File: config.mk
export PLATFORM = sky130hd
export DESIGN_NAME = epoch_seconds_to_calendar_unit
export DESIGN_NICKNAME = d
export VERILOG_FILES = /design/src/design/ep2cal_pkg.sv /design/src/design/epoch_seconds_to_calendar_unit.sv
export SDC_FILE = /design/constraint.sdc
export NUM_CORES = 1
export LEC_CHECK = 0
export BUFFER_PORTS_ARGS = -buffer_cell sky130_fd_sc_hd__clkbuf_2
export CAP_MARGIN = 20
export CORE_ASPECT_RATIO = 1.75
export CORE_UTILIZATION = 60
export CTS_CLUSTER_DIAMETER = 50
export DETAILED_ROUTE_END_ITERATION = 8
export PLACE_DENSITY = 0.87
export SETUP_SLACK_MARGIN = 0.15
export SLEW_MARGIN = 20
export SYNTH_ARGS = -nofsm -noshare
export SYNTH_HDL_FRONTEND = slang
export SYNTH_SLANG_ARGS = --single-unit
File: constraint.sdc
create_clock -name clock -period 9.05 [get_ports clock]
set_input_delay 1.81 -clock clock [delete_from_list [all_inputs] [get_ports clock]]
set_output_delay 1.81 -clock clock [all_outputs]
set_load 0.005 [all_outputs]
File: src/design/ep2cal_pkg.sv
// Package with constants, widths and calendar helper functions for the epoch converter.
`timescale 1ns / 1ps

package ep2cal_pkg;

   // Field widths.
   localparam int STAMP_W   = 32;
   localparam int OFFSET_W  = 17;
   localparam int YEAR_W    = 12;
   localparam int MONTH_W   = 4;
   localparam int DAY_W     = 5;
   localparam int WEEKDAY_W = 3;
   localparam int HOURS_W   = 5;
   localparam int MINUTES_W = 6;
   localparam int SECONDS_W = 6;

   // Calendar constants.
   localparam logic [STAMP_W-1:0]  SecsPerDay   = 32'd86400;
   localparam logic [STAMP_W-1:0]  SecsPerHour  = 32'd3600;
   localparam logic [STAMP_W-1:0]  SecsPerMin   = 32'd60;
   localparam logic [STAMP_W-1:0]  DaysPerWeek  = 32'd7;
   localparam logic [YEAR_W-1:0]   BaseYear     = 12'd1970;
   localparam logic [YEAR_W-1:0]   LastYear     = 12'd2106;
   localparam logic [YEAR_W-1:0]   CenturyNoLeap = 12'd2100;
   localparam logic [OFFSET_W-1:0] OffsetReset  = 17'd28800;
   localparam logic [MONTH_W-1:0]  LastMonthIdx = 4'd11;

   // Year of the block's range, 1970 to 2106. In that range the only century
   // year that is not a leap year is 2100; 2000 is divisible by 400.
   function automatic logic is_leap(input logic [YEAR_W-1:0] year);
      logic result;
      result = (year[1:0] == 2'b00) && (year != CenturyNoLeap);
      return result;
   endfunction

   // Length of a year in days.
   function automatic logic [8:0] year_len(input logic [YEAR_W-1:0] year);
      logic [8:0] result;
      result = is_leap(year) ? 9'd366 : 9'd365;
      return result;
   endfunction

   // Length of a month in days; month index 0 is January.
   function automatic logic [4:0] month_len(input logic [MONTH_W-1:0] mon, input logic leap);
      logic [4:0] result;
      case (mon)
         4'd0:    result = 5'd31;
         4'd1:    result = leap ? 5'd29 : 5'd28;
         4'd2:    result = 5'd31;
         4'd3:    result = 5'd30;
         4'd4:    result = 5'd31;
         4'd5:    result = 5'd30;
         4'd6:    result = 5'd31;
         4'd7:    result = 5'd31;
         4'd8:    result = 5'd30;
         4'd9:    result = 5'd31;
         4'd10:   result = 5'd30;
         4'd11:   result = 5'd31;
         default: result = 5'd31;
      endcase
      return result;
   endfunction

endpackage

File: src/design/epoch_seconds_to_calendar_unit.sv
// Top level of the converter from epoch seconds to local calendar date and time.
`timescale 1ns / 1ps

// The block turns a 32-bit count of seconds since 1970-01-01 UTC into the local
// year, month, day, weekday (1 is Monday, 7 is Sunday), hours, minutes and
// seconds. The signed 17-bit offset in the CSR (reset value +28800 s, eight
// hours) is added first, and the sum wraps modulo 2^32. The divisions and the
// year and month loops run on one shared 32-bit compare-and-subtract unit under
// a small sequencer: it divides by 86400, takes the day count modulo 7, steps
// off elapsed years from 1970 and then elapsed months, divides out hours and
// then minutes, and hands the item to the output register. The next item can
// be accepted in the cycle after the result is loaded. A new item is accepted
// once the previous one has moved to the output register, even while that
// result is still stalled. The offset must be written by the user only while
// the block is idle; the block itself does not enforce this.
module epoch_seconds_to_calendar_unit (
   input  logic                                 clock,
   input  logic                                 reset,
   // Configuration port.
   input  logic                                 csr_wr_en,
   input  logic signed [ep2cal_pkg::OFFSET_W-1:0] csr_wr_data,
   // Input channel.
   input  logic                                 req_valid,
   output logic                                 req_stall,
   input  logic [ep2cal_pkg::STAMP_W-1:0]       req_epoch_seconds,
   // Result channel.
   output logic                                 rsp_valid,
   input  logic                                 rsp_stall,
   output logic [ep2cal_pkg::YEAR_W-1:0]        rsp_year,
   output logic [ep2cal_pkg::MONTH_W-1:0]       rsp_month,
   output logic [ep2cal_pkg::DAY_W-1:0]         rsp_day,
   output logic [ep2cal_pkg::WEEKDAY_W-1:0]     rsp_weekday,
   output logic [ep2cal_pkg::HOURS_W-1:0]       rsp_hours,
   output logic [ep2cal_pkg::MINUTES_W-1:0]     rsp_minutes,
   output logic [ep2cal_pkg::SECONDS_W-1:0]     rsp_seconds
);
   import ep2cal_pkg::*;

   // Sequencer states.
   localparam logic [2:0] ST_IDLE   = 3'd0;
   localparam logic [2:0] ST_DAYDIV = 3'd1;
   localparam logic [2:0] ST_WEEK   = 3'd2;
   localparam logic [2:0] ST_YEAR   = 3'd3;
   localparam logic [2:0] ST_MONTH  = 3'd4;
   localparam logic [2:0] ST_HOUR   = 3'd5;
   localparam logic [2:0] ST_MIN    = 3'd6;
   localparam logic [2:0] ST_DONE   = 3'd7;

   // Highest shift of each shift-and-subtract division; the shift counts down to zero.
   localparam logic [3:0] DayDivTop  = 4'd15;
   localparam logic [3:0] WeekDivTop = 4'd13;
   localparam logic [3:0] HourDivTop = 4'd4;
   localparam logic [3:0] MinDivTop  = 4'd5;

   logic signed [OFFSET_W-1:0] offset_ff, offset_in;
   logic [2:0]                 state_ff, state_in;
   logic [3:0]                 k_ff, k_in;
   logic [STAMP_W-1:0]         acc_ff, acc_in;
   logic [15:0]                q_ff, q_in;
   logic [16:0]                sod_ff, sod_in;
   logic [2:0]                 wd_ff, wd_in;
   logic [YEAR_W-1:0]          year_ff, year_in;
   logic [MONTH_W-1:0]         mon_ff, mon_in;
   logic [DAY_W-1:0]           day_ff, day_in;
   logic [HOURS_W-1:0]         hours_ff, hours_in;

   logic                       rsp_valid_ff, rsp_valid_in;
   logic [YEAR_W-1:0]          rsp_year_ff, rsp_year_in;
   logic [MONTH_W-1:0]         rsp_month_ff, rsp_month_in;
   logic [DAY_W-1:0]           rsp_day_ff, rsp_day_in;
   logic [WEEKDAY_W-1:0]       rsp_weekday_ff, rsp_weekday_in;
   logic [HOURS_W-1:0]         rsp_hours_ff, rsp_hours_in;
   logic [MINUTES_W-1:0]       rsp_minutes_ff, rsp_minutes_in;
   logic [SECONDS_W-1:0]       rsp_seconds_ff, rsp_seconds_in;

   logic [STAMP_W-1:0]         sub_val;
   logic [STAMP_W:0]           diff;
   logic                       ge;
   logic [STAMP_W-1:0]         rem_next;
   logic [15:0]                q_shift;
   logic                       out_free;
   logic [STAMP_W-1:0]         local_stamp;

   // Operand of the shared subtractor, chosen by the current step.
   always_comb begin
      case (state_ff)
         ST_DAYDIV: sub_val = SecsPerDay << k_ff;
         ST_WEEK:   sub_val = DaysPerWeek << k_ff;
         ST_YEAR:   sub_val = {23'd0, year_len(year_ff)};
         ST_MONTH:  sub_val = {27'd0, month_len(mon_ff, is_leap(year_ff))};
         ST_HOUR:   sub_val = SecsPerHour << k_ff;
         ST_MIN:    sub_val = SecsPerMin << k_ff;
         default:   sub_val = '0;
      endcase
   end

   // Shared compare-and-subtract unit.
   assign diff     = {1'b0, acc_ff} - {1'b0, sub_val};
   assign ge       = ~diff[STAMP_W];
   assign rem_next = ge ? diff[STAMP_W-1:0] : acc_ff;
   assign q_shift  = {q_ff[14:0], ge};

   // Local stamp: sign-extended offset added modulo 2^32.
   assign local_stamp = req_epoch_seconds
                      + {{(STAMP_W-OFFSET_W){offset_ff[OFFSET_W-1]}}, offset_ff};

   assign out_free  = ~rsp_valid_ff | ~rsp_stall;
   assign req_stall = (state_ff != ST_IDLE);

   // Sequencer and datapath next-state logic.
   always_comb begin
      offset_in      = offset_ff;
      state_in       = state_ff;
      k_in           = k_ff;
      acc_in         = acc_ff;
      q_in           = q_ff;
      sod_in         = sod_ff;
      wd_in          = wd_ff;
      year_in        = year_ff;
      mon_in         = mon_ff;
      day_in         = day_ff;
      hours_in       = hours_ff;
      rsp_valid_in   = rsp_valid_ff & rsp_stall;
      rsp_year_in    = rsp_year_ff;
      rsp_month_in   = rsp_month_ff;
      rsp_day_in     = rsp_day_ff;
      rsp_weekday_in = rsp_weekday_ff;
      rsp_hours_in   = rsp_hours_ff;
      rsp_minutes_in = rsp_minutes_ff;
      rsp_seconds_in = rsp_seconds_ff;

      if (csr_wr_en) begin
         offset_in = csr_wr_data;
      end

      case (state_ff)
         ST_IDLE: begin
            if (req_valid) begin
               acc_in   = local_stamp;
               q_in     = '0;
               k_in     = DayDivTop;
               state_in = ST_DAYDIV;
            end
         end
         // Whole days and second of the day.
         ST_DAYDIV: begin
            acc_in = rem_next;
            q_in   = q_shift;
            k_in   = k_ff - 4'd1;
            if (k_ff == 4'd0) begin
               sod_in   = rem_next[16:0];
               acc_in   = {16'd0, q_shift};
               k_in     = WeekDivTop;
               state_in = ST_WEEK;
            end
         end
         // Day count modulo 7; the day count stays in the quotient register.
         ST_WEEK: begin
            acc_in = rem_next;
            k_in   = k_ff - 4'd1;
            if (k_ff == 4'd0) begin
               wd_in    = rem_next[2:0];
               acc_in   = {16'd0, q_ff};
               year_in  = BaseYear;
               state_in = ST_YEAR;
            end
         end
         // Step off whole years from 1970.
         ST_YEAR: begin
            if (ge) begin
               acc_in  = rem_next;
               year_in = year_ff + 12'd1;
            end else begin
               mon_in   = '0;
               state_in = ST_MONTH;
            end
         end
         // Step off whole months; December takes whatever remains.
         ST_MONTH: begin
            if (!ge || mon_ff == LastMonthIdx) begin
               day_in   = acc_ff[DAY_W-1:0] + 5'd1;
               acc_in   = {15'd0, sod_ff};
               q_in     = '0;
               k_in     = HourDivTop;
               state_in = ST_HOUR;
            end else begin
               acc_in = rem_next;
               mon_in = mon_ff + 4'd1;
            end
         end
         // Hours of the day.
         ST_HOUR: begin
            acc_in = rem_next;
            q_in   = q_shift;
            k_in   = k_ff - 4'd1;
            if (k_ff == 4'd0) begin
               hours_in = q_shift[HOURS_W-1:0];
               q_in     = '0;
               k_in     = MinDivTop;
               state_in = ST_MIN;
            end
         end
         // Minutes; the remainder is the second.
         ST_MIN: begin
            acc_in = rem_next;
            q_in   = q_shift;
            k_in   = k_ff - 4'd1;
            if (k_ff == 4'd0) begin
               state_in = ST_DONE;
            end
         end
         // Hand the item to the output register once it is free.
         ST_DONE: begin
            if (out_free) begin
               rsp_valid_in   = 1'b1;
               rsp_year_in    = year_ff;
               rsp_month_in   = mon_ff + 4'd1;
               rsp_day_in     = day_ff;
               rsp_weekday_in = (wd_ff > 3'd3) ? wd_ff - 3'd3 : wd_ff + 3'd4;
               rsp_hours_in   = hours_ff;
               rsp_minutes_in = q_ff[MINUTES_W-1:0];
               rsp_seconds_in = acc_ff[SECONDS_W-1:0];
               state_in       = ST_IDLE;
            end
         end
         default: begin
            state_in = ST_IDLE;
         end
      endcase
   end

   // Control registers.
   always_ff @(posedge clock) begin
      if (reset) begin
         offset_ff    <= OffsetReset;
         state_ff     <= ST_IDLE;
         rsp_valid_ff <= 1'b0;
      end else begin
         offset_ff    <= offset_in;
         state_ff     <= state_in;
         rsp_valid_ff <= rsp_valid_in;
      end
   end

   // Datapath and result registers.
   always_ff @(posedge clock) begin
      k_ff           <= k_in;
      acc_ff         <= acc_in;
      q_ff           <= q_in;
      sod_ff         <= sod_in;
      wd_ff          <= wd_in;
      year_ff        <= year_in;
      mon_ff         <= mon_in;
      day_ff         <= day_in;
      hours_ff       <= hours_in;
      rsp_year_ff    <= rsp_year_in;
      rsp_month_ff   <= rsp_month_in;
      rsp_day_ff     <= rsp_day_in;
      rsp_weekday_ff <= rsp_weekday_in;
      rsp_hours_ff   <= rsp_hours_in;
      rsp_minutes_ff <= rsp_minutes_in;
      rsp_seconds_ff <= rsp_seconds_in;
   end

   assign rsp_valid   = rsp_valid_ff;
   assign rsp_year    = rsp_year_ff;
   assign rsp_month   = rsp_month_ff;
   assign rsp_day     = rsp_day_ff;
   assign rsp_weekday = rsp_weekday_ff;
   assign rsp_hours   = rsp_hours_ff;
   assign rsp_minutes = rsp_minutes_ff;
   assign rsp_seconds = rsp_seconds_ff;

   // A new result only appears after the sequencer has finished an item.
   a_rsp_from_done: assert property (@(posedge clock) disable iff (reset)
      $rose(rsp_valid_ff) |-> $past(state_ff) == ST_DONE)
      else $error("result appeared without a finished item");

   // The year loop never runs past the last representable year.
   a_year_range: assert property (@(posedge clock) disable iff (reset)
      (state_ff == ST_YEAR) |-> (year_ff <= LastYear))
      else $error("year loop ran past range");

   // The month loop stops at December.
   a_month_range: assert property (@(posedge clock) disable iff (reset)
      (state_ff == ST_MONTH) |-> (mon_ff <= LastMonthIdx))
      else $error("month loop ran past December");

   // A delivered time of day is always well formed.
   a_time_range: assert property (@(posedge clock) disable iff (reset)
      rsp_valid_ff |-> (rsp_hours_ff < 5'd24) && (rsp_minutes_ff < 6'd60)
                       && (rsp_seconds_ff < 6'd60))
      else $error("time of day out of range");

endmodule
==> results of run 1 <==
-- critical path, stage by stage, from the launching register on --
cell      delay (ns)
dfxtp_1         0.32
buf_4           0.31
nor2b_1         0.59
nand2_1         0.46
nor3_1          0.57
a32oi_1         0.19
o31ai_1         0.18
ha_1            0.32
fa_1            0.23
nand2b_1        0.16
a21oi_2         0.09
o21ai_2         0.20
o21ai_2         0.16
o211ai_1        0.25
a21o_2          0.63
inv_2           0.46
a21oi_4         0.67
a221oi_1        0.21
a32oi_1         0.28
-- registers in the layout (all words and copies together) (netlist names), 3 cells and up --
register     flops
sod_ff          17
rsp_year        12
rsp_hours        5
k_ff             4
year_ff         12
wd_ff            3
rsp_month        4
rsp_seconds      6
rsp_weekday      3
q_ff            16
day_ff           5
hours_ff         5
offset_ff       17
state_ff         3
mon_ff           4
acc_ff          32
rsp_day          5
rsp_minutes      6
-- Yosys cell counts, drive strengths merged (20+ instances only) --
cell type and number:
a21o 38, a21oi 100, a22oi 20, and2 22
clkbuf 40, dfxtp 21, edfxtp 139, ha 73
inv 28, mux2i 22, nand2 98, nand3 35
nor2 116, o21ai 79, xnor2 43, xor2 28
-- power by group --
group	total, mW	switching (mW)	internal, mW
logic	1.10	0.662	0.434
clock network	0.687	0.326	0.361
registers	0.977	0.0670	0.910
-- area by class of cell --
type / count / area, µm²
Multi-Input combinational cell: 916 / 6206
Clock buffer: 18 / 429.2
Fill cell: 1473 / 5718
Tap cell: 234 / 292.8
Clock inverter: 14 / 123.9
Inverter: 30 / 112.6
Timing Repair Buffer: 109 / 578.1
Sequential cell: 160 / 4594
-- metal layers --
metal,track usage,share of wire,vias to the layer above
met5,0,0,-
li1,-,-,4522
met2,0.5852,0.52,481
met4,0.2124,0.071,0
met1,0.3203,0.34,4482
met3,0.05429,0.065,173
-- logic make-up after synthesis --
| group | count (synthesis) |
|---|---|
| adders and majority gates | 75 |
| xor gates and xnor gates | 71 |
| and+or+nand+nor | 351 |
| AOI/OAI and AO/OA | 394 |
| DFF | 160 |
| buffers and inverters | 87 |
| muxes | 25 |
-- metrics by stage --
| stage | worst slack (ns) | area, µm² |
|---|---|---|
| 3_3_place_gp | 2.928 | 11780 |
| 6_report | 2.499 | 12340 |
| 4_1_cts | 2.746 | 12340 |
| 5_1_grt | 2.230 | 12340 |
| 3_5_place_dp | 2.834 | 11780 |
| 2_1_floorplan | 3.493 | 11120 |
-- final timing paths --
check	startpoint	slack, ns	endpoint	cells past startpoint
max	state_ff[1]$_SDFFE_PP0P_	2.50	acc_ff[9]$_DFFE_PP_	18
min	hours_ff[0]$_DFFE_PP_	0.42	rsp_hours[0]$_DFFE_PP_	0
max reg2reg	state_ff[1]$_SDFFE_PP0P_	2.50	acc_ff[9]$_DFFE_PP_	18
min reg2reg	hours_ff[0]$_DFFE_PP_	0.42	rsp_hours[0]$_DFFE_PP_	0
-- cells in the final DEF (no fill, tap or decap), types with 14 or more instances in the layout --
cell / count
clkbuf_2: 96
nand2b_1: 14
o21ai_0: 64
nand3_1: 35
a21o_1: 37
edfxtp_1: 139
dfxtp_1: 21
o22ai_1: 19
nor2b_1: 14
ha_1: 73
nor3_1: 18
clkbuf_16: 17
a22oi_1: 20
mux2i_1: 22
and2_1: 22
xor2_1: 28
inv_1: 26
nor2_1: 115
o21a_1: 14
xnor2_1: 43
nand2_1: 98
a21oi_1: 95
==> flow_summary.yaml, run 1 <==
synthesis:
  synthFlopType: "edfxtp_1"
  synth_top_area_share: 0.3755
  syn_area_mm2: 0.01112
  synth_cell_types: 82
  synth_area_leaders: "edfxtp_1 (38%), ha_1 (8.2%), a21oi_1 (4.3%)"
  avgSynthCellArea_um2: 9.559
  ys_seq_area_frac: 0.4133
  async_flop_share: 0
  netlist_instances: 1163
  synth_top_family_by_area: "compound AO/OA/AOI/OAI gates"
  yosysTopAreaCell: "edfxtp_1"
  synth.area.mux_share: 0.02352
  synth_compound_area_frac: 0.2440
  yosys_warnings: 0
  synthesis.nets: 1292
  synth-simple-area-share: 0.1467
  synth-edff-count: 139
  synth_fa_ha_area_frac: 0.08576
  ys_ff_latch: 160
  synth_xor_area_frac: 0.05594
timing:
  slew_headroom: 0.3002
  fin_crit_sh: 0.7239
  setup_viol_count_final: 0
  clock_skew_ns: 0.01519
  rsz0062_at_grt: "false"
  finalSetupTns_ns: 0
  fin_hold_ws_ns: 0.4174
  worstMarginPinSlew_ns: 1.050
  clock.fmax_mhz: 152.6
  drv_slew: 0
  finalHoldViolCount: 0
  min_period_ns: 6.551
drt:
  drt-initial-drc-count: 779
  avgRoutedWirePerCell_um: 19.84
  num_vias: 9658
  ant_nets: 0
  viasPerCell: 6.521
  wirelength_mm: 29.38
  dr.pass1.iters: 5
  drc: 0
global_route:
  grt_overflow: 0
  antenna_found_initial: 0
  grt.total_usage: 0.3159
  grt_pass1_wl_mm: 47.09
  grt_max_degree: 42
  grt_pass1_vias: 9509
die:
  io_pins: 97
  core_area_mm2: 0.01805
  die_h_um: 182.1
  fp.dieArea_mm2: 0.01910
  rows: 65
  die_w_um: 104.9
  initial_core_util: 0.6157
pwr:
  p_leak_nw: 4.846
  cellPowerDensity_mw_per_mm2: 223.7
  ir_drop_v: 0.0001394
  total_power_mw: 2.760
placement:
  dp.cells: 1449
  place_congestion: 0.9784
  portBuffers: 96
  hpwl_mm: 21.73
clocking:
  cts_tree: "yes"
  htree_levels: 4
  cts_hold_buf: 0
  post-cts-setup-buffers: 0
  numCtsBuffers: 17
  path_clk_slew_ns: 0.06
  cts_resized: 0
  clkSinkCount: 160
  worstSkewPairLatency_ns: 0.44
  cts_buffer_depth: 2
  root_buffer: "clkbuf_16"
outcome:
  status: "completed"
cells_and_area:
  synthToLayoutAreaGrowth_pct: 10.97
  final_cell_count_no_fill: 1481
  fin_util: 0.6833
  drive_gt1_frac: 0.1395
  diodes: 0
  nNetsFinal: 1363
setup_path:
  crit_type: "reg -> reg"
  cp-start-kind: "flip-flop"
  cp_max_fo: 40
  critPathCaptureType: "flip-flop"
  required_ns: 9.29
  cp.arrival_ns: 6.79
job:
  maxCapViolCount: 0
hold_path:
  hp-class: "reg -> reg"
(Power assumes the default switching activity.)
==> inputs of run 2 (changes only) <==
--- a/config.mk
+++ b/config.mk
@@ -8,10 +8,10 @@
 export BUFFER_PORTS_ARGS = -buffer_cell sky130_fd_sc_hd__clkbuf_2
 export CAP_MARGIN = 20
 export CORE_ASPECT_RATIO = 1.75
-export CORE_UTILIZATION = 60
+export CORE_UTILIZATION = 55
 export CTS_CLUSTER_DIAMETER = 50
 export DETAILED_ROUTE_END_ITERATION = 8
-export PLACE_DENSITY = 0.87
+export PLACE_DENSITY = 0.84
 export SETUP_SLACK_MARGIN = 0.15
 export SLEW_MARGIN = 20
 export SYNTH_ARGS = -nofsm -noshare
==> constraint.sdc (replaced) <==
create_clock -name clock -period 5.4 [get_ports clock]
set_input_delay 1.08 -clock clock [delete_from_list [all_inputs] [get_ports clock]]
set_output_delay 1.08 -clock clock [all_outputs]
set_load 0.005 [all_outputs]
==> flow_summary.yaml, run 2 (synthesis results as in run 1) <==
placement:
  post-place-ws_ns: 0.6796
  portBuffers: 96
  place_congestion: 1.005
  hpwl_mm: 23.70
  dp.cells: 1491
drt:
  dr.pass1.iters: 8
  drc: 0
  wirelength_mm: 31.84
  viasPerCell: 6.503
  ant_nets: 0
  avgRoutedWirePerCell_um: 20.92
  drt-initial-drc-count: 710
  num_vias: 9898
timing:
  drv_slew: 0
  fin_crit_sh: 0.8927
  setup_viol_count_final: 0
  slew_headroom: 0.3173
  finalHoldViolCount: 0
  min_period_ns: 4.821
  finalSetupTns_ns: 0
  worstMarginPinSlew_ns: 1.020
  fin_ws_ns: 0.5795
  clock_skew_ns: 0.01504
  rsz0062_at_grt: "false"
  clock.fmax_mhz: 207.4
clocking:
  post-cts-setup-buffers: 0
  numCtsBuffers: 17
  worstSkewPairLatency_ns: 0.44
  cts_buffer_depth: 2
  cts_tree: "yes"
  root_buffer: "clkbuf_16"
  path_clk_slew_ns: 0.07
  clkSinkCount: 160
  htree_levels: 4
pwr:
  power_frac_clock: 0.265
  p_comb_frac: 0.398
  seqPwrFrac: 0.337
  p_leak_nw: 5.017
  p_int_mw: 3.031
  cellPowerDensity_mw_per_mm2: 379.9
  power.switching_mw: 1.775
  ir_drop_v: 0.0001740
  netSwitchingFraction: 0.3694
setup_path:
  path_buf_inv: 3
  required_ns: 5.55
  slowest_delay_ns: 0.50
  cp.arrival_ns: 4.97
  cp_common_cell: "o21ai_2"
  cp-start-kind: "flip-flop"
  cp_max_fo: 6
  critPathCaptureType: "flip-flop"
  critPathTopFamily: "compound AO/OA/AOI/OAI gates"
  crit_chain: "inv_1, nor2_1, o21ai_0, a21oi_1, o21ai_0, buf_4, a21oi_1, ha_1, o21a_1, o21a_1, o21ai_2, o21ai_2, buf_4, o41ai_4, o21ai_2, a311oi_2, o21bai_1, xnor2_1, o221ai_1"
  crit_type: "reg -> reg"
  slowest_stage: "a21oi_1"
cells_and_area:
  final_common_cell: "edfxtp_1"
  final_cell_mix: "edfxtp_1 (139), nor2_1 (115), nand2_1 (98), clkbuf_2 (96), a21oi_1 (95)"
  largest_reg_flops: 32
  synthToLayoutAreaGrowth_pct: 13.80
  area.sequential_mm2: 0.004594
  top_register: "acc_ff"
  multi_input_area_mm2: 0.006212
  fillers: 1644
  diodes: 0
  reg.largest.list: "acc_ff: 32 flops, offset_ff: 17 flops, sod_ff: 17 flops"
  final_cell_count_no_fill: 1522
  drive_gt1_frac: 0.1605
  nNetsFinal: 1394
outcome:
  status: "completed"
global_route:
  grt.total_usage: 0.3188
  grt_overflow: 0
  antenna_found_initial: 0
  grt_pass1_wl_mm: 50.15
  grt_max_degree: 42
  grt_pass1_vias: 9769
die:
  io_pins: 97
  rows: 68
  initial_core_util: 0.5632
  die_h_um: 190.1
  core_area_mm2: 0.01974
  fp.dieArea_mm2: 0.02081
  die_w_um: 109.5
hold_path:
  hp-class: "reg -> reg"
job:
  maxCapViolCount: 0
run 2: cell types whose count changed in the layout (fill, tap and decap cells not counted), sizes merged:
cell	previous run	this run
clkinvlp	1	2
inv	36	33
bufinv	0	3
clkinv	7	6
clkbuf	114	113
buf	13	44
run 2: metrics by stage:
step | instance area (µm²) | utilization | hold slack, ns | total power [mW]
4_1_cts | 12640 | 0.6406 | 0.4207 | 4.763
6_report | 12650 | 0.6409 | 0.4202 | 4.806
3_3_place_gp | 12040 | 0.6097 | 0.4012 | 3.469
5_1_grt | 12650 | 0.6409 | 0.4247 | 5.030
3_5_place_dp | 12040 | 0.6101 | 0.4057 | 3.498
2_1_floorplan | 11120 | - | 0.4003 | 3.029
run 2: power by group through the flow:
stage	sequential (mW)	clock (mW)	combinational, mW
finish	1.62	1.27	1.91
global route	1.63	1.32	2.08
CTS	1.62	1.28	1.87
detailed placement	1.64	0	1.86
global placement	1.64	0	1.83
floorplan	1.60	0	1.43
run 2: routing by layer:
layer,wire length [µm],GRT usage,share of wire
met5,0,0,0
met4,2378,0.2328,0.075
met3,2100,0.04762,0.066
met2,16340,0.5595,0.51
met1,11030,0.3386,0.35
run 2: final cells by class:
class | count | share of cell area
clock inverter | 14 | 0.01395
sequential | 160 | 0.3632
multi-input combinational | 916 | 0.4910
timing repair buffer | 140 | 0.06508
inverter | 30 | 0.008901
tap | 245 | 0.02423
clock buffer | 17 | 0.03363
run 2: repair_timing:
action	in CTS	in global routing
gates resized for setup	0	1
hold buffers	0	0
setup endpoints to repair	0	4
run 2: path summary, 6_finish.rpt:
path,from,end,slack [ns],cells past startpoint
hold / removal,hours_ff[2]$_DFFE_PP_,rsp_hours[2]$_DFFE_PP_,0.42,0
hold reg to reg,hours_ff[2]$_DFFE_PP_,rsp_hours[2]$_DFFE_PP_,0.42,0
setup reg to reg,k_ff[1]$_DFFE_PP_,acc_ff[30]$_DFFE_PP_,0.58,19
setup / recovery,k_ff[1]$_DFFE_PP_,acc_ff[30]$_DFFE_PP_,0.58,19
run 2: worst register-to-register path, stage by stage, from the launching register on:
cell	delay, ns
edfxtp_1	0.40
inv_1	0.13
nor2_1	0.34
o21ai_0	0.26
a21oi_1	0.19
o21ai_0	0.09
buf_4	0.15
a21oi_1	0.50
ha_1	0.38
o21a_1	0.24
o21a_1	0.19
o21ai_2	0.07
o21ai_2	0.10
buf_4	0.17
o41ai_4	0.40
o21ai_2	0.18
a311oi_2	0.37
o21bai_1	0.12
xnor2_1	0.15
o221ai_1	0.12
==> inputs of run 3 (changes only) <==
--- a/config.mk
+++ b/config.mk
@@ -11,6 +11,7 @@
 export CORE_UTILIZATION = 55
 export CTS_CLUSTER_DIAMETER = 50
 export DETAILED_ROUTE_END_ITERATION = 8
+export MAX_ROUTING_LAYER = met4
 export PLACE_DENSITY = 0.84
 export SETUP_SLACK_MARGIN = 0.15
 export SLEW_MARGIN = 20
==> flow_summary.yaml, run 3 (synthesis results as in run 1) <==
global_route:
  grt_pass1_wl_mm: 48.69
  met2_usage: 0.5489
  grt_pass1_vias: 9488
  top_usage_layer: "met2"
  grt_max_degree: 42
  grtUsageMet1: 0.3226
  grt_overflow: 0
  grt_use_met3: 0.05790
  grt.total_usage: 0.3197
  antenna_found_initial: 0
cells_and_area:
  fin_util: 0.6390
  nNetsFinal: 1396
  final_cell_mix: "edfxtp_1 (139), nor2_1 (115), nand2_1 (98), clkbuf_2 (96), a21oi_1 (95)"
  diodes: 0
  reg.largest.list: "acc_ff: 32 flops, offset_ff: 17 flops, sod_ff: 17 flops"
  synthToLayoutAreaGrowth_pct: 13.46
  drive_gt1_frac: 0.1611
  final_common_cell: "edfxtp_1"
  largest_reg_flops: 32
  top_register: "acc_ff"
timing:
  clock_skew_ns: 0.009685
  fin_crit_sh: 0.9002
  finalSetupTns_ns: 0
  setup_viol_count_final: 0
  finalHoldViolCount: 0
  worstMarginPinSlew_ns: 0.9991
  slew_headroom: 0.3340
  drv_slew: 0
  clock.fmax_mhz: 205.7
  min_period_ns: 4.861
  rsz0062_at_grt: "false"
die:
  rows: 68
  io_pins: 97
  core_area_mm2: 0.01974
  initial_core_util: 0.5632
  fp.dieArea_mm2: 0.02081
  die_w_um: 109.5
  die_h_um: 190.1
drt:
  drc: 0
  ant_nets: 0
  num_vias: 9707
  viasPerCell: 6.369
  avgRoutedWirePerCell_um: 20.23
  drt-initial-drc-count: 685
  dr.pass1.iters: 8
  wirelength_mm: 30.83
clocking:
  numCtsBuffers: 17
  cts_resized: 0
  root_buffer: "clkbuf_16"
  clkSinkCount: 160
  path_clk_slew_ns: 0.06
  post-cts-setup-buffers: 0
  cts_tree: "yes"
  worstSkewPairLatency_ns: 0.45
  cts_buffer_depth: 2
  cts_hold_buf: 0
  htree_levels: 4
pwr:
  power.switching_mw: 1.779
  cellPowerDensity_mw_per_mm2: 371.4
  seqPwrFrac: 0.346
  p_leak_nw: 4.995
  p_comb_frac: 0.413
  power_frac_clock: 0.241
  netSwitchingFraction: 0.3798
  total_power_mw: 4.685
  p_int_mw: 2.905
  ir_drop_v: 0.0002765
setup_path:
  critPathCaptureType: "flip-flop"
  cp-start-kind: "flip-flop"
  crit_type: "reg -> reg"
  required_ns: 5.60
  cp_max_fo: 15
  cp.arrival_ns: 5.06
placement:
  portBuffers: 96
  hpwl_mm: 23.45
  place_congestion: 1.050
outcome:
  status: "completed"
hold_path:
  hp-class: "reg -> reg"
job:
  maxCapViolCount: 0
-- run 3: cell count changes in the layout (fill, tap and decap cells not counted), sizes merged --
| cell | before | now |
|---|---|---|
| inv | 33 | 32 |
| clkinv | 6 | 7 |
| clkinvlp | 2 | 4 |
| buf | 44 | 46 |
| bufinv | 3 | 0 |
| clkbuf | 113 | 114 |
-- run 3: stage by stage --
stage / hold slack (ns) / cells / cell area [µm²] / setup slack, ns
after floorplan: 0.4003 / 1163 / 11120 / 0.3655
after global placement: 0.4013 / 1493 / 12070 / 0.5392
after detailed placement: 0.4045 / 1493 / 12070 / 0.3365
after CTS: 0.4196 / 1524 / 12600 / 0.3163
after global routing: 0.4298 / 1524 / 12610 / 0.2044
final: 0.4182 / 1524 / 12610 / 0.5390
-- run 3: path summary, 6_finish.rpt --
path                            cells after the start                   end                      from  slack (ns)
worst max-delay path                               20   acc_ff[4]$_DFFE_PP_  year_ff[3]$_SDFFCE_PN0P_        0.54
worst min-delay path                                0  rsp_day[1]$_DFFE_PP_       day_ff[1]$_DFFE_PP_        0.42
worst max register to register                     20   acc_ff[4]$_DFFE_PP_  year_ff[3]$_SDFFCE_PN0P_        0.54
worst min register to register                      0  rsp_day[1]$_DFFE_PP_       day_ff[1]$_DFFE_PP_        0.42
-- run 3: metal layers --
metal | routed length, µm | share of wire | up-vias
met4 | 2220 | 0.072 | 0
met5 | 0 | 0 | -
li1 | - | - | 4595
met1 | 10550 | 0.34 | 4502
met3 | 2025 | 0.066 | 144
met2 | 16030 | 0.52 | 466
-- run 3: area by class of cell --
| class | count | area (µm²) |
|---|---|---|
| clock buffers | 18 | 429.2 |
| clock inverters | 13 | 107.6 |
| fillers | 1675 | 7126 |
| inverters | 30 | 112.6 |
| multi-input cells | 916 | 6212 |
| flip-flops and latches | 160 | 4594 |
| well taps | 245 | 306.5 |
| repair buffers | 142 | 850.8 |
-- run 3: worst max-delay path, stage by stage, from the launching register on --
cell      delay (ns)
edfxtp_1        0.48
nor4b_1         0.36
nand2_1         0.09
o21ai_0         0.38
nor2_1          0.08
nor3b_1         0.21
o31ai_1         0.14
ha_1            0.25
fa_1            0.42
nand2b_1        0.20
a21oi_2         0.21
o21ai_2         0.10
o21ai_2         0.20
o211ai_1        0.13
a21o_2          0.27
inv_2           0.18
buf_12          0.20
mux2_4          0.32
nor2_1          0.10
a21oi_1         0.05
a221o_1         0.26
-- run 3: power by group through the flow --
stage / logic (mW) / registers (mW) / clock network (mW)
6_report: 1.94 / 1.62 / 1.13
5_1_grt: 2.11 / 1.63 / 1.17
4_1_cts: 1.89 / 1.62 / 1.14
3_5_place_dp: 1.88 / 1.64 / 0
3_3_place_gp: 1.85 / 1.64 / 0
2_1_floorplan: 1.43 / 1.60 / 0
